[config.mk]
export PLATFORM = sky130hd
export DESIGN_NAME = first_fit_range_allocator
export DESIGN_NICKNAME = d
export VERILOG_FILES = /design/src/rtl/ffa_pkg.sv /design/src/rtl/ffa_cell.sv /design/src/rtl/first_fit_range_allocator.sv
export SDC_FILE = /design/constraint.sdc
export NUM_CORES = 2
export LEC_CHECK = 0
export BUFFER_PORTS_ARGS = -buffer_cell sky130_fd_sc_hd__clkbuf_2
export CORE_UTILIZATION = 25
export DETAILED_ROUTE_END_ITERATION = 12
export PLACE_DENSITY = 0.48
export SYNTH_ARGS = -nofsm -noshare
export SYNTH_HDL_FRONTEND = slang
export SYNTH_HIERARCHICAL = 1
export SYNTH_SLANG_ARGS = --single-unit
[constraint.sdc]
create_clock -name clk -period 8.5 [get_ports clk]
set_clock_uncertainty 0.15 [all_clocks]
set_input_delay 0.85 -clock clk [delete_from_list [all_inputs] [get_ports clk]]
set_output_delay 0.85 -clock clk [all_outputs]
set_load 0.005 [all_outputs]
[src/rtl/ffa_pkg.sv]
// Shared types, constants and codes for the first-fit range allocator.
package ffa_pkg;

    localparam int FREE_SLOTS = 16;
    localparam int INDEX_BITS = 16;
    localparam int CAP_BITS   = 16;
    localparam int SLOT_BITS  = (FREE_SLOTS > 1) ? $clog2(FREE_SLOTS) : 1;
    localparam int COUNT_BITS = $clog2(FREE_SLOTS + 1);

    localparam logic MODE_ALLOC = 1'b0;
    localparam logic MODE_FREE  = 1'b1;

    localparam logic [1:0] ST_OK        = 2'd0;
    localparam logic [1:0] ST_NO_SPACE  = 2'd1;
    localparam logic [1:0] ST_LIST_FULL = 2'd2;

    typedef struct packed {
        logic                  mode;
        logic [INDEX_BITS-1:0] start_index;
        logic [INDEX_BITS-1:0] count;
    } ffa_req_t;

    typedef struct packed {
        logic [INDEX_BITS-1:0] alloc_index;
        logic [1:0]            status;
    } ffa_rsp_t;

    // Request data broadcast to every cell while a scan runs.
    typedef struct packed {
        logic                  mode;
        logic [INDEX_BITS-1:0] start_index;
        logic [INDEX_BITS-1:0] count;
        logic [INDEX_BITS:0]   run_end;
    } ffa_cell_ctl_t;

    typedef enum logic [1:0] {
        S_IDLE,
        S_SCAN,
        S_SHIFT
    } ffa_state_t;

endpackage

[src/rtl/ffa_cell.sv]
// One free-list entry: hole storage, match logic and the scan token stage.
module ffa_cell (
    input  logic                           clk,
    input  logic                           rst_n,
    input  ffa_pkg::ffa_cell_ctl_t         ctl,
    input  logic                           valid,
    input  logic                           tok_in,
    input  logic                           wr_en,
    input  logic                           shift_en,
    input  logic [ffa_pkg::INDEX_BITS-1:0] nb_start,
    input  logic [ffa_pkg::INDEX_BITS-1:0] nb_len,
    output logic                           tok_here,
    output logic                           tok_out,
    output logic                           hit,
    output logic                           exact,
    output logic [ffa_pkg::INDEX_BITS-1:0] hole_start,
    output logic [ffa_pkg::INDEX_BITS-1:0] hole_len
);

    logic                           tok_reg;
    logic [ffa_pkg::INDEX_BITS-1:0] start_reg, start_next;
    logic [ffa_pkg::INDEX_BITS-1:0] len_reg, len_next;
    logic                           match;
    logic [ffa_pkg::INDEX_BITS:0]   sum;

    always_comb
    begin
        if (ctl.mode == ffa_pkg::MODE_ALLOC)
            match = (len_reg >= ctl.count);
        else
            match = ({1'b0, start_reg} == ctl.run_end);
    end

    assign hit      = tok_reg & valid & match;
    assign exact    = (len_reg == ctl.count);
    assign tok_out  = tok_reg & valid & ~match;
    assign tok_here = tok_reg;
    assign hole_start = start_reg;
    assign hole_len   = len_reg;
    assign sum = {1'b0, len_reg} + {1'b0, ctl.count};

    always_comb
    begin
        start_next = start_reg;
        len_next   = len_reg;
        if (wr_en)
        begin
            start_next = ctl.start_index;
            len_next   = ctl.count;
        end
        else if (shift_en)
        begin
            start_next = nb_start;
            len_next   = nb_len;
        end
        else if (hit)
        begin
            if (ctl.mode == ffa_pkg::MODE_FREE)
            begin
                // merge: run sits right in front of this hole
                start_next = ctl.start_index;
                len_next   = sum[ffa_pkg::INDEX_BITS] ? '1 : sum[ffa_pkg::INDEX_BITS-1:0];
            end
            else if (!exact)
            begin
                start_next = start_reg + ctl.count;
                len_next   = len_reg - ctl.count;
            end
        end
    end

    always_ff @(posedge clk or negedge rst_n)
    begin
        if (!rst_n)
            tok_reg <= 1'b0;
        else
            tok_reg <= tok_in;
    end

    always_ff @(posedge clk)
    begin
        start_reg <= start_next;
        len_reg   <= len_next;
    end

endmodule

[src/rtl/first_fit_range_allocator.sv]
// Top level of the first-fit range allocator: control, pointers and the cell chain.
// Sequence: a free ending at the top pointer completes from S_IDLE; any other request
//   enters S_SCAN until the scan token stops at an entry (0 to 15); an exact fit then
//   also passes through S_SHIFT. Throughput: one transaction at a time, its length set
//   by the token walking the chain one entry per cycle. Results are held; done pulses once.
// Reset: asynchronous, active low; top pointer and hole count zero, capacity 65535.
module first_fit_range_allocator (
    input  logic                         clk,
    input  logic                         rst_n,
    input  logic                         start,
    output logic                         busy,
    input  ffa_pkg::ffa_req_t            request,
    input  logic                         cap_we,
    input  logic [ffa_pkg::CAP_BITS-1:0] cap_wdata,
    output logic                         done,
    output ffa_pkg::ffa_rsp_t            result
);

    localparam int N  = ffa_pkg::FREE_SLOTS;
    localparam int IW = ffa_pkg::INDEX_BITS;

    // control state
    ffa_pkg::ffa_state_t             state_reg, state_next;
    logic [ffa_pkg::COUNT_BITS-1:0]  hcnt_reg, hcnt_next;
    logic [IW-1:0]                   top_reg, top_next;
    logic [ffa_pkg::CAP_BITS-1:0]    cap_reg;
    logic                            done_reg, done_next;

    // payload
    ffa_pkg::ffa_req_t               req_reg, req_next;
    logic [IW:0]                     end_reg, end_next;
    logic [ffa_pkg::SLOT_BITS-1:0]   hit_idx_reg, hit_idx_next;
    ffa_pkg::ffa_rsp_t               rsp_reg, rsp_next;

    // chain signals
    ffa_pkg::ffa_cell_ctl_t          cell_ctl;
    logic [N-1:0]                    valid_vec, tok_here_vec, tok_out_vec;
    logic [N-1:0]                    hit_vec, exact_vec, wr_vec, shift_vec;
    logic [N:0]                      tok_chain;
    logic [IW-1:0]                   start_vec [N];
    logic [IW-1:0]                   len_vec   [N];

    // decode
    logic                            accept, top_free_hit, launch;
    logic                            scanning, shift_go, append;
    logic                            hit_any, hit_exact, scan_end;
    logic [IW:0]                     req_end;
    logic [IW-1:0]                   hit_start;
    logic [ffa_pkg::SLOT_BITS-1:0]   hit_idx;
    logic [ffa_pkg::CAP_BITS-1:0]    avail;

    assign req_end = {1'b0, request.start_index} + {1'b0, request.count};

    assign cell_ctl.mode        = req_reg.mode;
    assign cell_ctl.start_index = req_reg.start_index;
    assign cell_ctl.count       = req_reg.count;
    assign cell_ctl.run_end     = end_reg;

    assign tok_chain[0] = launch;

    // --- cell chain: token walks from entry 0 toward entry N-1 ---
    for (genvar i = 0; i < N; i++)
    begin : g_cell
        logic [IW-1:0] nb_start, nb_len;

        if (i == N - 1)
        begin : g_last
            assign nb_start = start_vec[i];
            assign nb_len   = len_vec[i];
        end
        else
        begin : g_mid
            assign nb_start = start_vec[i+1];
            assign nb_len   = len_vec[i+1];
        end

        assign valid_vec[i] = (hcnt_reg > ffa_pkg::COUNT_BITS'(i));
        assign wr_vec[i]    = append && (hcnt_reg == ffa_pkg::COUNT_BITS'(i));
        assign shift_vec[i] = shift_go && (ffa_pkg::SLOT_BITS'(i) >= hit_idx_reg);
        assign tok_chain[i+1] = tok_out_vec[i];

        ffa_cell u_cell (
            .clk        (clk),
            .rst_n      (rst_n),
            .ctl        (cell_ctl),
            .valid      (valid_vec[i]),
            .tok_in     (tok_chain[i]),
            .wr_en      (wr_vec[i]),
            .shift_en   (shift_vec[i]),
            .nb_start   (nb_start),
            .nb_len     (nb_len),
            .tok_here   (tok_here_vec[i]),
            .tok_out    (tok_out_vec[i]),
            .hit        (hit_vec[i]),
            .exact      (exact_vec[i]),
            .hole_start (start_vec[i]),
            .hole_len   (len_vec[i])
        );
    end

    // One-hot hit: at most one cell holds the token, so OR-muxing is safe.
    always_comb
    begin
        hit_start = '0;
        hit_idx   = '0;
        hit_exact = 1'b0;
        for (int i = 0; i < N; i++)
        begin
            if (hit_vec[i])
            begin
                hit_start = hit_start | start_vec[i];
                hit_idx   = hit_idx | ffa_pkg::SLOT_BITS'(i);
                hit_exact = hit_exact | exact_vec[i];
            end
        end
    end

    assign hit_any  = |hit_vec;
    // token died at an empty entry, or fell off the end of the chain
    assign scan_end = (|(tok_here_vec & ~valid_vec)) | tok_out_vec[N-1];
    assign avail    = (top_reg <= cap_reg) ? (cap_reg - top_reg) : '0;

    // --- FSM next state ---
    always_comb
    begin
        state_next = state_reg;
        case (state_reg)
            ffa_pkg::S_IDLE:
            begin
                if (launch)
                    state_next = ffa_pkg::S_SCAN;
            end
            ffa_pkg::S_SCAN:
            begin
                if (hit_any && req_reg.mode == ffa_pkg::MODE_ALLOC && hit_exact)
                    state_next = ffa_pkg::S_SHIFT;
                else if (hit_any || scan_end)
                    state_next = ffa_pkg::S_IDLE;
            end
            ffa_pkg::S_SHIFT:
                state_next = ffa_pkg::S_IDLE;
            default:
                state_next = ffa_pkg::S_IDLE;
        endcase
    end

    // --- FSM outputs ---
    always_comb
    begin
        busy         = 1'b1;
        scanning     = 1'b0;
        shift_go     = 1'b0;
        case (state_reg)
            ffa_pkg::S_IDLE:  busy     = 1'b0;
            ffa_pkg::S_SCAN:  scanning = 1'b1;
            ffa_pkg::S_SHIFT: shift_go = 1'b1;
            default:          busy     = 1'b1;
        endcase
        accept       = start && !busy;
        // free of the run just below the top pointer: no scan needed
        top_free_hit = accept && (request.mode == ffa_pkg::MODE_FREE)
                       && (req_end == {1'b0, top_reg});
        launch       = accept && !top_free_hit;
        append       = scanning && scan_end && !hit_any
                       && (req_reg.mode == ffa_pkg::MODE_FREE)
                       && (hcnt_reg < ffa_pkg::COUNT_BITS'(N));
    end

    // --- datapath next values ---
    always_comb
    begin
        req_next     = req_reg;
        end_next     = end_reg;
        hit_idx_next = hit_idx_reg;
        rsp_next     = rsp_reg;
        top_next     = top_reg;
        hcnt_next    = hcnt_reg;
        done_next    = 1'b0;

        if (accept)
        begin
            req_next = request;
            end_next = req_end;
            if (top_free_hit)
            begin
                top_next  = top_reg - request.count;
                rsp_next  = '{alloc_index: '0, status: ffa_pkg::ST_OK};
                done_next = 1'b1;
            end
        end

        if (scanning && hit_any)
        begin
            hit_idx_next = hit_idx;
            done_next    = 1'b1;
            if (req_reg.mode == ffa_pkg::MODE_ALLOC)
                rsp_next = '{alloc_index: hit_start, status: ffa_pkg::ST_OK};
            else
                rsp_next = '{alloc_index: '0, status: ffa_pkg::ST_OK};
        end
        else if (scanning && scan_end)
        begin
            done_next = 1'b1;
            if (req_reg.mode == ffa_pkg::MODE_ALLOC)
            begin
                // no hole fits: bump the top pointer if capacity allows
                if (req_reg.count <= avail)
                begin
                    rsp_next = '{alloc_index: top_reg, status: ffa_pkg::ST_OK};
                    top_next = top_reg + req_reg.count;
                end
                else
                    rsp_next = '{alloc_index: '0, status: ffa_pkg::ST_NO_SPACE};
            end
            else if (append)
            begin
                rsp_next  = '{alloc_index: '0, status: ffa_pkg::ST_OK};
                hcnt_next = hcnt_reg + ffa_pkg::COUNT_BITS'(1);
            end
            else
                rsp_next = '{alloc_index: '0, status: ffa_pkg::ST_LIST_FULL};
        end

        // exact fit: entries from the hit onward move down one place
        if (shift_go)
            hcnt_next = hcnt_reg - ffa_pkg::COUNT_BITS'(1);
    end

    always_ff @(posedge clk or negedge rst_n)
    begin
        if (!rst_n)
        begin
            state_reg <= ffa_pkg::S_IDLE;
            hcnt_reg  <= '0;
            top_reg   <= '0;
            cap_reg   <= '1;
            done_reg  <= 1'b0;
        end
        else
        begin
            state_reg <= state_next;
            hcnt_reg  <= hcnt_next;
            top_reg   <= top_next;
            done_reg  <= done_next;
            if (cap_we)
                cap_reg <= cap_wdata;
        end
    end

    always_ff @(posedge clk)
    begin
        req_reg     <= req_next;
        end_reg     <= end_next;
        hit_idx_reg <= hit_idx_next;
        rsp_reg     <= rsp_next;
    end

    assign done   = done_reg;
    assign result = rsp_reg;

endmodule

==> Implementation_results.wiki <==
{| class="wikitable"
! Metric !! Value
|-
| Vias post-DR || 78270
|-
| Via-per-instance ratio || 5.747
|-
| Critical path endpoint || g_cell[13].u_cell/hole_start[12]
|-
| R2r endpoint || g_cell[13].u_cell/hole_start[12]
|-
| Main combinational cell family by area after synthesis || compound AO/OA/AOI/OAI gates
|-
| Peak fanout along the critical path || 41
|-
| Syn Inst Count || 9456
|-
| Row cnt || 205
|-
| Initial standard-cell utilization of the core || 25.19%
|-
| Power per Cell Area || 89.33 nW/µm²
|-
| Later-pin clock latency in the skew report || 790 ps
|-
| Total iterations of the first detailed-routing run || 6
|-
| Fraction of the mapped netlist area in simple logic gates || 15.19%
|-
| Core area || 312700 µm²
|-
| Path type of the worst setup path || register to register
|-
| Wire length of the first global-routing pass || 537700 µm
|-
| Flop and latch count out of synthesis || 640
|-
| Number of enable flip-flop cells after synthesis || 584
|-
| Reg-to-reg setup timing slack || 460 ps
|-
| DRC errors left || 0
|-
| Number of buffers added by the clock tree synthesis step || 91
|-
| Via count of the first global-routing pass || 74340
|-
| Fraction of synthesized cell area in xor and xnor cells || 8.063%
|-
| Portion of netlist area occupied by mux cells || 1.274%
|-
| Final count of negative-setup-slack endpoints || 0
|-
| Number of unique standard cell types used by synthesis || 118
|-
| Number of H-tree levels || 3
|-
| Proportion of synthesized chip area in sequential cells || 24.07%
|-
| Routability Congestion || 1.027
|-
| Required time worst endpoint || 8820 ps
|-
| Post-route total power || 7845 µW
|-
| Max-slew violation count || 0
|-
| TritonCTS clock tree || yes
|-
| Dpl hpwl || 286800 µm
|-
| Maximum number of pins on one net before global-route repair || 88
|-
| Fill cell instance count of the final layout || 33370
|-
| Leftover overflow at the end of global routing || 0
|-
| Synthesized area per cell || 8.329 µm²
|-
| Count of endpoints failing hold in the final timing report || 0
|-
| Hold path cells || 3
|-
| Critical path startpoint || cell_ctl[18]
|-
| FFs w/ async S/R, synth || 8.750%
|-
| Outcome || finished clean
|-
| Remaining number of nets flagged by the antenna check after routing || 0
|-
| Worst reg2reg startpoint || cell_ctl[18]
|-
| Top-Level Pins || 73
|-
| Global Route Usage Sum || 22.83%
|-
| Horizontal die dimension || 563.3 µm
|-
| Unrepaired setup endpoints after global routing || no
|-
| Slew Limit Headroom || 10.34%
|-
| Type of the most critical hold path || input port to register
|-
| Count of input and output buffers || 72
|-
| Number of DRC markers after the initial detailed-route iteration || 8521
|-
| Warning count from the yosys run || 6
|-
| Fraction of layout cells with a size suffix above 1 || 9.763%
|-
| Min cycle time layout || 8042 ps
|-
| Chip height || 563.3 µm
|-
| Setup_tns || 0 ps
|-
| Number of buffers on the longest clock path || 3
|-
| Synth-to-layout area growth || 11.51%
|-
| Tightest Pin Transition || 1345 ps
|-
| Root buf cell || clkbuf_16
|-
| # Max-Cap Violations || 0
|-
| Routed wire per std cell || 27.65 µm
|-
| Antenna violations before repair || 15
|-
| Worst reg2reg path depth || 22
|-
| Period Utilization, post-route || 94.61%
|-
| Total wirelength of the detailed-routed design || 376600 µm
|-
| Critical path capture point type || register
|-
| Floorplan die area || 317300 µm²
|-
| Sort of element at the start of the critical path || register
|-
| Worst supply voltage drop on vdd || 0.0001362 V
|-
| Arrival time at the worst endpoint || 8360 ps
|-
| Nets in the synthesized netlist || 10400
|-
| Total leakage power || 0.03333 µW
|-
| Area fraction in compound gates after synthesis || 30.70%
|-
| Maximum operating frequency || 124.3 MHz
|-
| Most used flip-flop cell after synthesis || edfxtp_1
|-
| Synth Cell Area || 78760 µm²
|-
| Final-stage net count || 10340
|-
| CTS clk-pin slew, worst paths || 60 ps
|-
| Arithmetic-cell share of the synthesized area counting full adders, half adders and majority gates || 14.60%
|-
| Number of sinks on the clock net || 640
|}
## logic make-up after synthesis
family	Yosys count
compound gates	3467
xor+xnor	725
fa+ha+maj	888
buf+inv	1194
flops	640
mux	95
simple gates	2447
## placed cells by master (no fill, tap or decap), types with 71 or more instances in the layout
cell type and count:
nor2_1 721, inv_1 705, o21bai_1 82, a21o_1 132, a221oi_2 73, nor3_1 193, a211oi_1 95, nand3_1 154
o21a_1 111, ha_1 835, nand2b_1 128, nor4_1 107, xor2_1 243, o22ai_1 282, a21oi_1 835, nand2_1 619
o31ai_1 103, nor2b_1 98, xnor2_1 482, a22oi_1 265, clkbuf_2 71, a31oi_1 124, o21ai_1 136, nand4_1 119
buf_4 209, o21ai_0 576, edfxtp_1 584, clkbuf_16 94
## worst max-delay path, stage by stage, from the launching register on
cell	delay (ps)
edfxtp_1	530
buf_12	270
inv_1	200
fa_1	510
a211oi_2	260
o21ai_0	160
a32oi_1	340
nand2_1	110
a311oi_1	670
nor2_1	170
nor4_1	820
buf_4	240
nand2_1	140
nor2_1	220
nand2_1	90
nor2b_1	220
buf_4	170
and3_1	610
nand3_1	370
nor2_4	340
inv_1	280
o311ai_4	410
buf_4	400
## layout make-up
type                       instances  area (µm²)  area share [%]
timing repair buffer             309        2495           2.841
inverter                         733        2751           3.133
multi-input combinational       7622       55310           62.98
clock inverter                    54       633.1          0.7209
clock buffer                     117        2489           2.834
sequential                       640       18960           21.59
antenna                            3       7.507        0.008548
tap                             4140        5180           5.898
## layer usage
layer	global-route usage [%]	share of wire (%)	wire, µm	vias to the layer above
met4	9.716	4.6	17270	4
met1	31.03	44	166200	38870
li1	-	-	-	35230
met3	3.072	6.9	26120	668
met2	36.05	44	166900	3498
met5	0	0.0040	15	-
## per-stage QoR
stage | util [%] | worst slack [ps] | std cells | hold WS [ps] | instance area [µm²]
final | 28.09 | 458.0 | 13620 | 154.5 | 87820
after global routing | 28.09 | 291.9 | 13620 | 168.9 | 87810
after CTS | 28.07 | 298.9 | 13610 | 107.1 | 87770
after detailed placement | 27.07 | 318.5 | 13440 | 333.1 | 84640
after global placement | 27.07 | 344.3 | 13440 | 317.1 | 84640
after floorplan | - | 213.5 | 9456 | 296.5 | 78760
## power by group
part	switching (µW)	leakage [µW]	internal [µW]
combinational	154	0.0260	98.4
clock	1720	0.00152	2460
sequential	5.96	0.00583	3410
total	1880	0.0333	5960
## cell usage after synthesis, types with 28 or more instances
cell | n | area [µm²]
a22oi_1 | 265 | 1989
xor2_1 | 243 | 2128
o21ai_0 | 576 | 2883
o31ai_1 | 104 | 780.8
dfrtp_1 | 40 | 1001
o211ai_2 | 30 | 375.4
nor3_1 | 195 | 975.9
nand2b_1 | 128 | 800.8
a22o_1 | 45 | 394.1
mux2i_1 | 56 | 560.5
mux2_2 | 37 | 416.7
edfxtp_1 | 584 | 17540
a221oi_2 | 73 | 1096
xnor2_1 | 482 | 4222
inv_1 | 706 | 2650
a21oi_2 | 35 | 306.5
nand2_1 | 619 | 2323
fa_1 | 52 | 1041
a21oi_1 | 839 | 4199
and3_1 | 48 | 300.3
o211ai_1 | 60 | 450.4
o21a_1 | 111 | 833.3
o21bai_1 | 82 | 615.6
and2_1 | 28 | 175.2
clkbuf_1 | 264 | 991.0
nor4_1 | 108 | 675.7
o21ai_1 | 136 | 680.7
nor2_1 | 729 | 2736
o22ai_1 | 282 | 1764
a31oi_1 | 124 | 775.7
a221oi_1 | 43 | 376.6
or3_1 | 60 | 375.4
nand4_1 | 119 | 744.5
a21o_1 | 132 | 991.0
a211oi_1 | 95 | 713.2
buf_2 | 127 | 635.6
nand3_1 | 154 | 770.7
buf_1 | 37 | 138.9
ha_1 | 835 | 10450
nor2b_1 | 99 | 619.3
## timing repair
| action | 4_1_cts | 5_1_grt |
|---|---|---|
| setup endpoints to repair | 0 | 17 |
| buffers inserted | 0 | 4 |
| hold buffers | 1 | 0 |
| endpoints found under the hold margin | 2 | 0 |
| resized for setup | 0 | 0 |
## how the worst min path moves through the flow
| stage | end | start |
|---|---|---|
| 2_1_floorplan | top_reg[15] | top_reg[15] |
| 3_3_place_gp | top_reg[15] | top_reg[15] |
| 3_5_place_dp | top_reg[15] | top_reg[15] |
| 4_1_cts | cap_reg[0] | cap_wdata[0] |
| 5_1_grt | cell_ctl[20] | request[3] |
| 6_report | cap_reg[0] | cap_wdata[0] |
(Power assumes the default switching activity.)
